--- config.mk ---
export PLATFORM = sky130hd
export DESIGN_NAME = light_sensor_lux_calculation_top
export DESIGN_NICKNAME = d
export VERILOG_FILES = /design/src/design/lslc_pkg.sv /design/src/design/lslc_scale.sv /design/src/design/lslc_div.sv /design/src/design/lslc_mul.sv /design/src/design/lslc_fin.sv /design/src/design/light_sensor_lux_calculation_top.sv
export SDC_FILE = /design/constraint.sdc
export NUM_CORES = 2
export LEC_CHECK = 0
export ABC_AREA = 1
export ABC_CLOCK_PERIOD_IN_PS = 9550
export BUFFER_PORTS_ARGS = -buffer_cell sky130_fd_sc_hd__buf_2
export CORE_UTILIZATION = 47
export CTS_CLUSTER_SIZE = 10
export DETAILED_ROUTE_END_ITERATION = 12
export GPL_ROUTABILITY_DRIVEN = 0
export MAX_ROUTING_LAYER = met4
export PLACE_DENSITY = 0.71
export REMOVE_ABC_BUFFERS = 1
export SYNTH_ARGS = -nofsm -noshare
export SYNTH_HDL_FRONTEND = slang
export SYNTH_SLANG_ARGS = --single-unit
--- constraint.sdc ---
create_clock -name aclk -period 9.55 [get_ports aclk]
set_input_delay 1.4325 -clock aclk [delete_from_list [all_inputs] [get_ports aclk]]
set_output_delay 1.4325 -clock aclk [all_outputs]
set_load 0.01 [all_outputs]
--- src/design/lslc_pkg.sv ---
// Shared widths, codes and segment tables for the lux calculation pipeline.
`default_nettype none
package lslc_pkg;

    localparam int CNT_W       = 16;                        // raw count width
    localparam int BASE_W      = 15;                        // integration scale width
    localparam int GAIN_SHIFT  = 4;                         // high gain (low_gain clear) multiplies by 16
    localparam int SCALE_W     = BASE_W + GAIN_SHIFT;
    localparam int PS_W        = CNT_W + SCALE_W;           // count times scale
    localparam int CHAN_SHIFT  = 10;
    localparam int C_W         = PS_W - CHAN_SHIFT;         // scaled channel width
    localparam int Q_W         = 12;                        // saturated quotient width
    localparam int SAT_SH      = Q_W - CHAN_SHIFT;
    localparam int DIV_STEPS   = 2;                         // quotient bits per stage
    localparam int DIV_STAGES  = Q_W / DIV_STEPS;
    localparam int KNEE_W      = 10;
    localparam int COEF_W      = 10;
    localparam int SEG_IDX_W   = 3;
    localparam int SEG_KNEES   = 7;
    localparam int PROD_W      = C_W + COEF_W;
    localparam int LUX_SHIFT   = 14;
    localparam int LUX_W       = 20;
    localparam int SH_W        = PROD_W + 1 - LUX_SHIFT;
    localparam int CFG_IDX_W   = 2;
    localparam int CFG_DATA_W  = 16;
    localparam int SDATA_W     = 32;
    localparam int MDATA_W     = 24;

    localparam logic [BASE_W-1:0] SCALE_13MS  = 15'h7517;
    localparam logic [BASE_W-1:0] SCALE_101MS = 15'h0FE7;
    localparam logic [BASE_W-1:0] SCALE_NONE  = 15'h0400;

    localparam logic [1:0] INT_13MS  = 2'd0;
    localparam logic [1:0] INT_101MS = 2'd1;

    localparam logic PKG_T  = 1'b0;
    localparam logic PKG_CS = 1'b1;

    localparam logic [CFG_IDX_W-1:0] CFG_LOW_GAIN  = 2'd0;
    localparam logic [CFG_IDX_W-1:0] CFG_INT_MODE  = 2'd1;
    localparam logic [CFG_IDX_W-1:0] CFG_PKG_TYPE  = 2'd2;
    localparam logic [CFG_IDX_W-1:0] CFG_SAT_LIMIT = 2'd3;

    localparam logic [CNT_W-1:0] SAT_LIMIT_RESET = 16'd4900;
    localparam logic [PROD_W:0]  ROUND_HALF      = (PROD_W+1)'(1) << (LUX_SHIFT - 1);
    localparam logic [LUX_W-1:0] LUX_MAX         = '1;

    typedef struct packed {
        logic             low_gain;
        logic [1:0]       integration_mode;
        logic             package_type;
        logic [CNT_W-1:0] saturation_limit;
    } lslc_cfg_t;

    typedef struct packed {
        logic [C_W-1:0] c0;
        logic [C_W-1:0] c1;
        logic           ok;
    } lslc_scaled_t;

    typedef struct packed {
        logic [C_W-1:0] c0;
        logic [C_W-1:0] c1;
        logic [C_W-1:0] rem;
        logic [Q_W-1:0] quo;
        logic           sat;
        logic           ok;
    } lslc_div_t;

    typedef struct packed {
        logic [C_W-1:0]    c0;
        logic [C_W-1:0]    c1;
        logic [COEF_W-1:0] b;
        logic [COEF_W-1:0] m;
        logic              ok;
    } lslc_coef_t;

    typedef struct packed {
        logic [PROD_W-1:0] pos;
        logic [PROD_W-1:0] neg;
        logic              ok;
    } lslc_prod_t;

    // Upper ratio bound of each segment; the last segment is open-ended.
    function automatic logic [KNEE_W-1:0] seg_knee(input logic pkg,
                                                   input logic [SEG_IDX_W-1:0] idx);
        case (idx)
            3'd0:    seg_knee = (pkg == PKG_CS) ? 10'h043 : 10'h040;
            3'd1:    seg_knee = (pkg == PKG_CS) ? 10'h085 : 10'h080;
            3'd2:    seg_knee = (pkg == PKG_CS) ? 10'h0C8 : 10'h0C0;
            3'd3:    seg_knee = (pkg == PKG_CS) ? 10'h10A : 10'h100;
            3'd4:    seg_knee = (pkg == PKG_CS) ? 10'h14D : 10'h138;
            3'd5:    seg_knee = 10'h19A;
            3'd6:    seg_knee = 10'h29A;
            default: seg_knee = '1;
        endcase
    endfunction

    function automatic logic [COEF_W-1:0] seg_b(input logic pkg,
                                                input logic [SEG_IDX_W-1:0] idx);
        case (idx)
            3'd0:    seg_b = (pkg == PKG_CS) ? 10'h204 : 10'h1F2;
            3'd1:    seg_b = (pkg == PKG_CS) ? 10'h228 : 10'h214;
            3'd2:    seg_b = (pkg == PKG_CS) ? 10'h253 : 10'h23F;
            3'd3:    seg_b = (pkg == PKG_CS) ? 10'h282 : 10'h270;
            3'd4:    seg_b = (pkg == PKG_CS) ? 10'h177 : 10'h16F;
            3'd5:    seg_b = (pkg == PKG_CS) ? 10'h101 : 10'h0D2;
            3'd6:    seg_b = (pkg == PKG_CS) ? 10'h037 : 10'h018;
            default: seg_b = '0;
        endcase
    endfunction

    function automatic logic [COEF_W-1:0] seg_m(input logic pkg,
                                                input logic [SEG_IDX_W-1:0] idx);
        case (idx)
            3'd0:    seg_m = (pkg == PKG_CS) ? 10'h1AD : 10'h1BE;
            3'd1:    seg_m = (pkg == PKG_CS) ? 10'h2C1 : 10'h2D1;
            3'd2:    seg_m = (pkg == PKG_CS) ? 10'h363 : 10'h37B;
            3'd3:    seg_m = (pkg == PKG_CS) ? 10'h3DF : 10'h3FE;
            3'd4:    seg_m = (pkg == PKG_CS) ? 10'h1DD : 10'h1FC;
            3'd5:    seg_m = (pkg == PKG_CS) ? 10'h127 : 10'h0FB;
            3'd6:    seg_m = (pkg == PKG_CS) ? 10'h02B : 10'h012;
            default: seg_m = '0;
        endcase
    endfunction

endpackage
`default_nettype wire

--- src/design/lslc_scale.sv ---
// Input stage: channel scaling by integration time and gain, validity check.
`default_nettype none
module lslc_scale (
    input  wire                           aclk,
    input  wire                           aresetn,
    input  lslc_pkg::lslc_cfg_t           cfg,
    input  wire                           in_valid,
    output logic                          in_ready,
    input  wire [lslc_pkg::CNT_W-1:0]     bb,
    input  wire [lslc_pkg::CNT_W-1:0]     ir,
    output logic                          out_valid,
    input  wire                           out_ready,
    output lslc_pkg::lslc_scaled_t        out_data
);
    import lslc_pkg::*;

    logic [BASE_W-1:0]  base;
    logic [SCALE_W-1:0] scale;
    logic [PS_W-1:0]    p0;
    logic [PS_W-1:0]    p1;
    lslc_scaled_t       data_next;
    lslc_scaled_t       data_reg;
    logic               valid_reg;

    always_comb begin
        case (cfg.integration_mode)
            INT_13MS:  base = SCALE_13MS;
            INT_101MS: base = SCALE_101MS;
            default:   base = SCALE_NONE;
        endcase
        scale = cfg.low_gain ? SCALE_W'(base) : (SCALE_W'(base) << GAIN_SHIFT);
        p0 = PS_W'(bb) * PS_W'(scale);
        p1 = PS_W'(ir) * PS_W'(scale);
        data_next.c0 = p0[PS_W-1:CHAN_SHIFT];
        data_next.c1 = p1[PS_W-1:CHAN_SHIFT];
        // bb / ir < 2 is the same as bb < 2 * ir for nonzero ir
        data_next.ok = !((ir != '0) && ({1'b0, bb} < {ir, 1'b0})
                         && (bb > cfg.saturation_limit));
    end

    assign in_ready  = !valid_reg || out_ready;
    assign out_valid = valid_reg;
    assign out_data  = data_reg;

    always_ff @(posedge aclk) begin
        if (!aresetn) begin
            valid_reg <= 1'b0;
        end else if (in_ready) begin
            valid_reg <= in_valid;
        end
    end

    always_ff @(posedge aclk) begin
        if (in_ready && in_valid) begin
            data_reg <= data_next;
        end
    end

endmodule
`default_nettype wire

--- src/design/lslc_div.sv ---
// Pipelined restoring divider for the IR/broadband ratio, saturated quotient.
`default_nettype none
module lslc_div (
    input  wire                      aclk,
    input  wire                      aresetn,
    input  wire                      in_valid,
    output logic                     in_ready,
    input  lslc_pkg::lslc_scaled_t   in_data,
    output logic                     out_valid,
    input  wire                      out_ready,
    output lslc_pkg::lslc_div_t      out_data
);
    import lslc_pkg::*;

    logic [DIV_STAGES-1:0] valid_reg;
    logic [DIV_STAGES-1:0] stg_valid;
    logic [DIV_STAGES-1:0] rdy;
    lslc_div_t             stg_in   [DIV_STAGES];
    lslc_div_t             div_next [DIV_STAGES];
    lslc_div_t             div_reg  [DIV_STAGES];

    // Numerator is c1 << CHAN_SHIFT; its top bits seed the remainder and
    // quotient overflow (c1 >= c0 << SAT_SH) is caught up front.
    always_comb begin
        stg_in[0].c0  = in_data.c0;
        stg_in[0].c1  = in_data.c1;
        stg_in[0].ok  = in_data.ok;
        stg_in[0].rem = C_W'(in_data.c1 >> SAT_SH);
        stg_in[0].quo = '0;
        stg_in[0].sat = ({{SAT_SH{1'b0}}, in_data.c1} >= {in_data.c0, {SAT_SH{1'b0}}});
    end
    assign stg_valid[0] = in_valid;

    genvar s;
    generate
        for (s = 0; s < DIV_STAGES; s++) begin : g_stage
            if (s > 0) begin : g_link
                assign stg_in[s]    = div_reg[s-1];
                assign stg_valid[s] = valid_reg[s-1];
            end

            if (s == DIV_STAGES - 1) begin : g_last
                assign rdy[s] = !valid_reg[s] || out_ready;
            end else begin : g_mid
                assign rdy[s] = !valid_reg[s] || rdy[s+1];
            end

            always_comb begin
                lslc_div_t      w;
                logic [Q_W-1:0] nlow;
                logic [C_W:0]   t;
                w    = stg_in[s];
                nlow = {w.c1[SAT_SH-1:0], {CHAN_SHIFT{1'b0}}};
                for (int j = 0; j < DIV_STEPS; j++) begin
                    t = {w.rem, nlow[Q_W-1-(s*DIV_STEPS+j)]};
                    if (t >= {1'b0, w.c0}) begin
                        w.rem = C_W'(t - {1'b0, w.c0});
                        w.quo = {w.quo[Q_W-2:0], 1'b1};
                    end else begin
                        w.rem = t[C_W-1:0];
                        w.quo = {w.quo[Q_W-2:0], 1'b0};
                    end
                end
                div_next[s] = w;
            end

            always_ff @(posedge aclk) begin
                if (!aresetn) begin
                    valid_reg[s] <= 1'b0;
                end else if (rdy[s]) begin
                    valid_reg[s] <= stg_valid[s];
                end
            end

            always_ff @(posedge aclk) begin
                if (rdy[s] && stg_valid[s]) begin
                    div_reg[s] <= div_next[s];
                end
            end
        end
    endgenerate

    assign in_ready  = rdy[0];
    assign out_valid = valid_reg[DIV_STAGES-1];
    assign out_data  = div_reg[DIV_STAGES-1];

endmodule
`default_nettype wire

--- src/design/lslc_mul.sv ---
// Segment lookup from the rounded ratio, then the two coefficient products.
`default_nettype none
module lslc_mul (
    input  wire                    aclk,
    input  wire                    aresetn,
    input  wire                    package_type,
    input  wire                    in_valid,
    output logic                   in_ready,
    input  lslc_pkg::lslc_div_t    in_data,
    output logic                   out_valid,
    input  wire                    out_ready,
    output lslc_pkg::lslc_prod_t   out_data
);
    import lslc_pkg::*;

    logic [Q_W-1:0]       q;
    logic [Q_W:0]         q_inc;
    logic [Q_W-1:0]       ratio;
    logic [SEG_IDX_W-1:0] idx;
    lslc_coef_t           coef_next;
    lslc_coef_t           coef_reg;
    logic                 coef_valid_reg;
    logic                 coef_ready;
    lslc_prod_t           prod_next;
    lslc_prod_t           prod_reg;
    logic                 prod_valid_reg;
    logic                 prod_ready;

    // Stage A: round the ratio, pick the first segment whose knee bounds it
    always_comb begin
        q     = in_data.sat ? '1 : in_data.quo;
        q_inc = {1'b0, q} + (Q_W+1)'(1);
        ratio = (in_data.c0 == '0) ? '0 : q_inc[Q_W:1];
        idx   = SEG_IDX_W'(SEG_KNEES);
        for (int i = SEG_KNEES - 1; i >= 0; i--) begin
            if (ratio <= Q_W'(seg_knee(package_type, SEG_IDX_W'(i)))) begin
                idx = SEG_IDX_W'(i);
            end
        end
        coef_next.c0 = in_data.c0;
        coef_next.c1 = in_data.c1;
        coef_next.b  = seg_b(package_type, idx);
        coef_next.m  = seg_m(package_type, idx);
        coef_next.ok = in_data.ok;
    end

    // Stage B: b * ch0 and m * ch1
    always_comb begin
        prod_next.pos = PROD_W'(coef_reg.c0) * PROD_W'(coef_reg.b);
        prod_next.neg = PROD_W'(coef_reg.c1) * PROD_W'(coef_reg.m);
        prod_next.ok  = coef_reg.ok;
    end

    assign prod_ready = !prod_valid_reg || out_ready;
    assign coef_ready = !coef_valid_reg || prod_ready;
    assign in_ready   = coef_ready;
    assign out_valid  = prod_valid_reg;
    assign out_data   = prod_reg;

    always_ff @(posedge aclk) begin
        if (!aresetn) begin
            coef_valid_reg <= 1'b0;
            prod_valid_reg <= 1'b0;
        end else begin
            if (coef_ready) begin
                coef_valid_reg <= in_valid;
            end
            if (prod_ready) begin
                prod_valid_reg <= coef_valid_reg;
            end
        end
    end

    always_ff @(posedge aclk) begin
        if (coef_ready && in_valid) begin
            coef_reg <= coef_next;
        end
        if (prod_ready && coef_valid_reg) begin
            prod_reg <= prod_next;
        end
    end

endmodule
`default_nettype wire

--- src/design/lslc_fin.sv ---
// Output stage: clamped difference, rounding shift and 20-bit saturation.
`default_nettype none
module lslc_fin (
    input  wire                          aclk,
    input  wire                          aresetn,
    input  wire                          in_valid,
    output logic                         in_ready,
    input  lslc_pkg::lslc_prod_t         in_data,
    output logic                         out_valid,
    input  wire                          out_ready,
    output logic [lslc_pkg::LUX_W-1:0]   lux,
    output logic                         ok
);
    import lslc_pkg::*;

    logic [PROD_W-1:0] diff;
    logic [PROD_W:0]   rnd;
    logic [SH_W-1:0]   sh;
    logic [LUX_W-1:0]  lux_next;
    logic [LUX_W-1:0]  lux_reg;
    logic              ok_reg;
    logic              valid_reg;

    always_comb begin
        diff     = (in_data.pos > in_data.neg) ? (in_data.pos - in_data.neg) : '0;
        rnd      = {1'b0, diff} + ROUND_HALF;
        sh       = rnd[PROD_W:LUX_SHIFT];
        lux_next = (|sh[SH_W-1:LUX_W]) ? LUX_MAX : sh[LUX_W-1:0];
    end

    assign in_ready  = !valid_reg || out_ready;
    assign out_valid = valid_reg;
    assign lux       = lux_reg;
    assign ok        = ok_reg;

    always_ff @(posedge aclk) begin
        if (!aresetn) begin
            valid_reg <= 1'b0;
        end else if (in_ready) begin
            valid_reg <= in_valid;
        end
    end

    always_ff @(posedge aclk) begin
        if (in_ready && in_valid) begin
            lux_reg <= lux_next;
            ok_reg  <= in_data.ok;
        end
    end

endmodule
`default_nettype wire

--- src/design/light_sensor_lux_calculation_top.sv ---
// Top level of the photodiode lux calculation pipeline.
//
// Usage:
//   - Input channel (s_*): one word per reading, broadband count in
//     s_tdata[15:0] and infrared count in s_tdata[31:16].
//   - Result channel (m_*): lux in m_tdata[19:0] (upper bits zero) and the
//     reading-valid flag in m_tuser[0]; one result word per input word.
//   - Configuration: cfg_we writes cfg_data into register cfg_index
//     (0 low_gain, 1 integration_mode, 2 package_type, 3 saturation_limit).
//     Write only while no reading is in flight.
//   - From input acceptance to m_tvalid a word passes one scaling
//     stage, six divider stages (two quotient bits each), segment lookup,
//     coefficient multiply and the round/saturate output register.
//   - Throughput is one word per cycle while m_tready stays high; every
//     stage is registered and each stage refills as soon as its word moves on.
//   - Reset (aresetn low, synchronous) drops all words in flight and loads
//     the register defaults (0, 0, 0, 4900).
//   - When m_tready is low, the output word holds and the stages behind it
//     keep filling until each holds a word; then s_tready drops. Nothing is
//     lost or repeated.
`default_nettype none
module light_sensor_lux_calculation_top (
    input  wire                                aclk,
    input  wire                                aresetn,
    // configuration write port
    input  wire                                cfg_we,
    input  wire [lslc_pkg::CFG_IDX_W-1:0]      cfg_index,
    input  wire [lslc_pkg::CFG_DATA_W-1:0]     cfg_data,
    // input words
    input  wire                                s_tvalid,
    output logic                               s_tready,
    input  wire [lslc_pkg::SDATA_W-1:0]        s_tdata,   // [15:0] broadband_count, [31:16] infrared_count
    // result words
    output logic                               m_tvalid,
    input  wire                                m_tready,
    output logic [lslc_pkg::MDATA_W-1:0]       m_tdata,   // [19:0] lux_value, [23:20] zero
    output logic [0:0]                         m_tuser    // [0] reading_valid
);
    import lslc_pkg::*;

    lslc_cfg_t    cfg_reg;
    lslc_scaled_t scl_data;
    logic         scl_valid;
    logic         scl_ready;
    lslc_div_t    div_data;
    logic         div_valid;
    logic         div_ready;
    lslc_prod_t   prod_data;
    logic         prod_valid;
    logic         prod_ready;
    logic [LUX_W-1:0] lux;
    logic         ok;

    // Configuration registers: masked to width, no read-back
    always_ff @(posedge aclk) begin
        if (!aresetn) begin
            cfg_reg.low_gain         <= 1'b0;
            cfg_reg.integration_mode <= INT_13MS;
            cfg_reg.package_type     <= PKG_T;
            cfg_reg.saturation_limit <= SAT_LIMIT_RESET;
        end else if (cfg_we) begin
            case (cfg_index)
                CFG_LOW_GAIN:  cfg_reg.low_gain         <= cfg_data[0];
                CFG_INT_MODE:  cfg_reg.integration_mode <= cfg_data[1:0];
                CFG_PKG_TYPE:  cfg_reg.package_type     <= cfg_data[0];
                CFG_SAT_LIMIT: cfg_reg.saturation_limit <= cfg_data[CNT_W-1:0];
                default: ;
            endcase
        end
    end

    // Scale both channels and check the raw counts for saturation
    lslc_scale u_scale (
        .aclk      (aclk),
        .aresetn   (aresetn),
        .cfg       (cfg_reg),
        .in_valid  (s_tvalid),
        .in_ready  (s_tready),
        .bb        (s_tdata[CNT_W-1:0]),
        .ir        (s_tdata[2*CNT_W-1:CNT_W]),
        .out_valid (scl_valid),
        .out_ready (scl_ready),
        .out_data  (scl_data)
    );

    // IR/broadband ratio, saturated quotient
    lslc_div u_div (
        .aclk      (aclk),
        .aresetn   (aresetn),
        .in_valid  (scl_valid),
        .in_ready  (scl_ready),
        .in_data   (scl_data),
        .out_valid (div_valid),
        .out_ready (div_ready),
        .out_data  (div_data)
    );

    // Segment pick and the two products
    lslc_mul u_mul (
        .aclk         (aclk),
        .aresetn      (aresetn),
        .package_type (cfg_reg.package_type),
        .in_valid     (div_valid),
        .in_ready     (div_ready),
        .in_data      (div_data),
        .out_valid    (prod_valid),
        .out_ready    (prod_ready),
        .out_data     (prod_data)
    );

    // Clamp, round, shift, saturate; holds the result word
    lslc_fin u_fin (
        .aclk      (aclk),
        .aresetn   (aresetn),
        .in_valid  (prod_valid),
        .in_ready  (prod_ready),
        .in_data   (prod_data),
        .out_valid (m_tvalid),
        .out_ready (m_tready),
        .lux       (lux),
        .ok        (ok)
    );

    assign m_tdata = MDATA_W'(lux);
    assign m_tuser = ok;

endmodule
`default_nettype wire

After elaboration in Yosys (flattened, before gate mapping) --
Memories as Yosys holds them, arrays and structs flattened. Index checks and enable logic that the tools add are counted.
Storage, ports and cells: bits in writable memories 534, output and inout bits 27, input port bits 55, memories kept 1, flip-flop bits (word level) 244
Memory list:
- u_div.div_reg | words 6, width 89, rd ports 6, clocked after Yosys merged registers in 0, write ports 6, RTL line lslc_div.sv:20 | lslc_div_t div_reg [DIV_STAGES];
Cells by class: $add $sub $neg 15, multipliers 4, $lt $le $gt $ge 23, muxes and demuxes 57, equal/unequal tests 10, reductions and logical operators 43
Operator list (number):
- 37-bit 2-to-1 mux | 12
- 26-bit by 25-bit greater-or-equal comparator with 1-bit output | 11
- 25-bit subtractor | 11
- 10-bit one-hot mux with 7 select lines | 2
- 16-bit by 19-bit multiplier with 35-bit output | 2
- 25-bit by 10-bit multiplier with 35-bit output | 2
- 12-bit by 10-bit <= comparator with 1-bit output | 5
- 35-bit by 14-bit adder with 36-bit output (second input constant) | 1
- 35-bit > comparator | 1
- 35-bit 2-to-1 mux | 1
- 35-bit subtractor | 1
- 6-bit 2-to-1 mux | 5
- 15-bit one-hot mux with 2 select lines | 1
- 25-bit by 27-bit greater-or-equal comparator with 1-bit output | 1
- 24-bit by 25-bit greater-or-equal comparator with 1-bit output | 1
- 25-bit zero test | 1
- 24-bit by 25-bit subtractor with 25-bit output | 1
- 12-bit 2-to-1 mux | 2
- 3-bit 2-to-1 mux | 7
- 5-bit 2-to-1 mux | 4
- 19-bit 2-to-1 mux | 1
- 9-bit 2-to-1 mux | 2
- 16-bit by 17-bit less-than comparator with 1-bit output | 1
- 16-bit > comparator | 1
- 22 further kinds | 75

Longest topological paths before layout --
An unclocked memory read counts as a cell.
word-level depth 14, depth in mapped cells 33, depth with buffers taken out 31

By module --
A second synthesis with hierarchy kept.
Unflattened totals: cells, all modules 11663, area, all modules 88982.8 um2
By module, submodules not included:
- lslc_div | instances 1, area an instance 40428.8 um2, cells each 5445, seq. area each 15254.6 um2
- lslc_mul | instances 1, area an instance 21608.2 um2, cells each 2578, seq. area each 4304.1 um2
- lslc_scale | instances 1, area an instance 21424.3 um2, cells each 2642, seq. area each 1551.5 um2
- lslc_fin | instances 1, area an instance 4625.7 um2, cells each 870, seq. area each 650.6 um2
- light_sensor_lux_calculation_top | instances 1, area an instance 895.9 um2, cells each 128, seq. area each 400.4 um2

Least setup slack after synthesis --
No wires, ideal clock.
kind in2reg, from input port s_tdata[24] (netlist bit), to register u_scale.data_reg (netlist bit u_scale.out_data[23]), data pin, setup time 262 ps, slack 2449 ps, required time 9288 ps, stages on the path 22, data arrival time 6839 ps, path buffers 1, cell sequence clkbuf_1 inv_1 nor2_1 nand2_1 fa_1 fa_1 inv_1 fa_1 fa_1 fa_1 inv_1 fa_1 inv_1 ha_1 nand2_1 nor2_1 nand4_1 o211ai_1 a21boi_0 o21ai_0 a21oi_1 xor2_1
RTL lines:
- start: declaration | RTL line light_sensor_lux_calculation_top.sv:32 | input wire [lslc_pkg::SDATA_W-1:0] s_tdata,
- end signal: assignment | RTL line lslc_scale.sv:55 | data_reg <= data_next;
- end: declaration | RTL line lslc_scale.sv:22 | lslc_scaled_t data_reg;

==> metrics <==
proportion of layout cells with a drive suffix above 1=0.0423; gate count after technology mapping=about 9000; TritonCTS Buffers=88; Final Cycle Share=0.874; PortBufs=just under 80; via density per instance=about 5.4; top achievable clock speed=120 MHz; endpoint class of the critical path=flip-flop; flip-flop count of the largest register after layout=479; hold bufs inserted after CTS=0; Critical Setup Path Class=reg -> reg; number of maximum-capacitance constraint violations=0; dpl hpwl=around 150 mm; antenna violations before repair=3; grt total ovfl=0; Yosys reg bits=roughly 720; reg-to-reg slack, setup=1.20 ns; worst hold slack across all endpoints=0.396 ns; maximum number of pins on one net before global-route repair=86; leakage power total=39.9 nW; delay contributed by the slowest stage of the critical path=0.81 ns; final period demand of the worst path=8.35 ns; final design instance area without fill=0.0826 mm2; fin worst setup slack=1.20 ns; DRT antenna net count=0; clock network latency to the later pin of the worst-skew pair=0.70 ns; post-CTS sizing=0; Top Ports=82; total setup buffers inserted after CTS=0; Cell Count Post-Placement=roughly 11000; outcome=finished clean; largest voltage drop on the vdd net=0.537 mV; actual transition at the worst max-transition pin=1.25 ns; Detailed Routing Iterations Pass 1=7; internal cell power=13.0 mW; first-pass GRT wire length=310 mm; Setup crit start kind=flip-flop; FP Rows=148; count of distinct cell types in the synthesized netlist=70; die area=0.166 mm2; vias in the first global route=61000; starting density of the core=0.475; DRC=0; fillers=14700; sequential share of the synthesized area=0.276; part of the power in registers=0.197; P per Cell Area=roughly 310 mW/mm2; Post-Place Setup Slack=1.44 ns; dpl cell area=approximately 0.080 mm2; max-slew violations=0; data required time of the critical path=9.96 ns; post-synthesis cell area=0.0774 mm2; arrival time of the worst setup path=8.76 ns; Die Y-Extent=between 400 and 500 um; Yosys warning count=0; average footprint of a synthesized cell=8.75 um2; post-layout power=25.5 mW; count of final hold-check violations=0; number of nets in the final layout=10500; Register Area=0.0214 mm2; total number of clock tree sinks=between 700 and 800; total area of multi-input combinational cells=0.0485 mm2; Setup TNS=0 ns; violation count after the first detailed-routing iteration=around 4600; post-CTS clock slew at the launch and capture registers of the worst setup and hold paths=0.05 ns; Bufs on Longest Clock Path=3; area delta synth->final=6.69%; critical path, cell by cell=inv_1 > nor2_1 > buf_4 > inv_1 > nor2_1 > buf_4 > nand2_1 > fa_1 > fa_1 > inv_1 > fa_1 > fa_1 > fa_1 > inv_1 > fa_1 > inv_1 > ha_1 > a21oi_1 > inv_1 > a31oi_1 > a21boi_0 > o21ai_0 > a21oi_1 > xor2_1; CTS tree=yes; Global Route Usage Sum=0.235; final clock skew=0.0345 ns; logic gate share of total power=0.683; Main synth FF type=sky130_fd_sc_hd__edfxtp_1; Finished Layout Cells=11100; die width=408 um; Max-Slew Margin vs Limit=0.157; final core area utilization=0.506; commonest non-fill, non-tap cell in the layout=sky130_fd_sc_hd__inv_1; Tightest Hold Check Type=reg -> reg; switching part of the total power=0.491; clock root buffer=sky130_fd_sc_hd__clkbuf_16; clock network fraction of design power=0.120; vias after detailed routing=59600; RSZ-0062 raised after global routing=no; number of enable flip-flop cells after synthesis=693; CTS H-Tree Depth=3; floorplan core area=0.163 mm2; share of flip-flops with an asynchronous set or reset after synthesis=0; final-report setup violation count=0; most frequent cells in the layout=1754 x sky130_fd_sc_hd__inv_1, 1696 x sky130_fd_sc_hd__nand2_1, 809 x sky130_fd_sc_hd__fa_1; final wirelength=190 mm; worst-path maximum fanout=22; final routed wire length divided by cell count=17.1 um; Max stage delay cell, worst path=sky130_fd_sc_hd__dfxtp_1; total net switching power=12.5 mW
==> cell usage after synthesis, types with 10 or more instances <==
master / n / area [um2]
sky130_fd_sc_hd__inv_1: 1759 / 6600
sky130_fd_sc_hd__nand2_1: 1696 / 6370
sky130_fd_sc_hd__fa_1: 809 / 16200
sky130_fd_sc_hd__ha_1: 776 / 9710
sky130_fd_sc_hd__edfxtp_1: 693 / 20800
sky130_fd_sc_hd__nor2_1: 642 / 2410
sky130_fd_sc_hd__a21oi_1: 580 / 2900
sky130_fd_sc_hd__o21ai_0: 415 / 2080
sky130_fd_sc_hd__nand3_1: 203 / 1020
sky130_fd_sc_hd__xor2_1: 203 / 1780
sky130_fd_sc_hd__xnor2_1: 190 / 1660
sky130_fd_sc_hd__clkbuf_1: 160 / 601
sky130_fd_sc_hd__nand4_1: 71 / 444
sky130_fd_sc_hd__a31oi_1: 63 / 394
sky130_fd_sc_hd__nor3_1: 58 / 290
sky130_fd_sc_hd__nand2_2: 36 / 225
sky130_fd_sc_hd__o21a_1: 35 / 263
sky130_fd_sc_hd__o21bai_1: 35 / 263
sky130_fd_sc_hd__a21boi_0: 32 / 240
sky130_fd_sc_hd__a21o_1: 32 / 240
sky130_fd_sc_hd__dfxtp_1: 30 / 601
sky130_fd_sc_hd__nor4_1: 29 / 181
sky130_fd_sc_hd__buf_1: 25 / 93.8
sky130_fd_sc_hd__or2_2: 24 / 150
sky130_fd_sc_hd__o21ai_1: 22 / 110
sky130_fd_sc_hd__nor2_2: 21 / 131
sky130_fd_sc_hd__o211ai_1: 21 / 158
sky130_fd_sc_hd__buf_2: 20 / 100
sky130_fd_sc_hd__o221ai_1: 17 / 149
sky130_fd_sc_hd__inv_2: 13 / 48.8
sky130_fd_sc_hd__a211oi_1: 12 / 90.1
sky130_fd_sc_hd__o31ai_1: 12 / 90.1
sky130_fd_sc_hd__clkinv_1: 10 / 37.5
sky130_fd_sc_hd__nor2_4: 10 / 113
==> cell families (layout without fill, tap and decap cells) <==
kind of cell    after synthesis  count (layout)  synth area share
compound gates             1316            1316            0.0949
fa+ha+maj                  1585            1585             0.335
buf+inv                    1999            2037            0.0981
xor+xnor                    393             393            0.0444
other cells                   1               8         0.0000484
mux                           3               3          0.000436
flops                       723             723             0.276
simple gates               2826            2826             0.151
==> metal layers <==
metal  wire length, um  global-route usage  vias up
li1                  -                   -    28300
met1             76500               0.280    28500
met2             90900               0.392     2262
met3             12100              0.0337      610
met4             10100               0.113        0
met5                 0                   -        -
==> path summary, 6_finish.rpt <==
check | start | endpoint | cells past startpoint
worst max-delay path | cfg_reg[17]$_SDFFE_PN0P_ | u_scale.out_data[23]$_DFFE_PP_ | 24
worst min register to register | u_div.div_reg[5][56]$_DFFE_PP_ | u_mul.coef_reg[38]$_DFFE_PP_ | 0
worst max register to register | cfg_reg[17]$_SDFFE_PN0P_ | u_scale.out_data[23]$_DFFE_PP_ | 24
worst min-delay path | u_div.div_reg[5][56]$_DFFE_PP_ | u_mul.coef_reg[38]$_DFFE_PP_ | 0
==> cell type report <==
cell class | count | area share
Sequential cell | 723 | 0.259
Clock inverter | 26 | 0.00336
Multi-Input combinational cell | 6127 | 0.587
Inverter | 1783 | 0.0811
Timing Repair Buffer | 119 | 0.00848
Tap cell | 2175 | 0.0329
Clock buffer | 109 | 0.0278
Antenna cell | 4 | 0.000121
==> power groups by stage <==
stage / clock (mW) / sequential (mW) / combinational (mW)
final: 3.05 / 5.02 / 17.4
after global routing: 3.25 / 5.05 / 19.5
after CTS: 3.13 / 5.03 / 17.2
after detailed placement: 0 / 5.09 / 17.0
after global placement: 0 / 5.08 / 16.6
after floorplan: 0 / 4.88 / 12.9
==> worst max-delay path: cells and delay by family (launching register included) <==
kind	cells	cell delay [ns]
xor gates and xnor gates	1	0.09
adders and majority gates	7	3.41
buffers and inverters	8	1.48
and+or+nand+nor	3	1.08
DFF	1	0.81
AOI/OAI and AO/OA	5	1.18
Note: power is estimated with default switching activity, not from simulation.
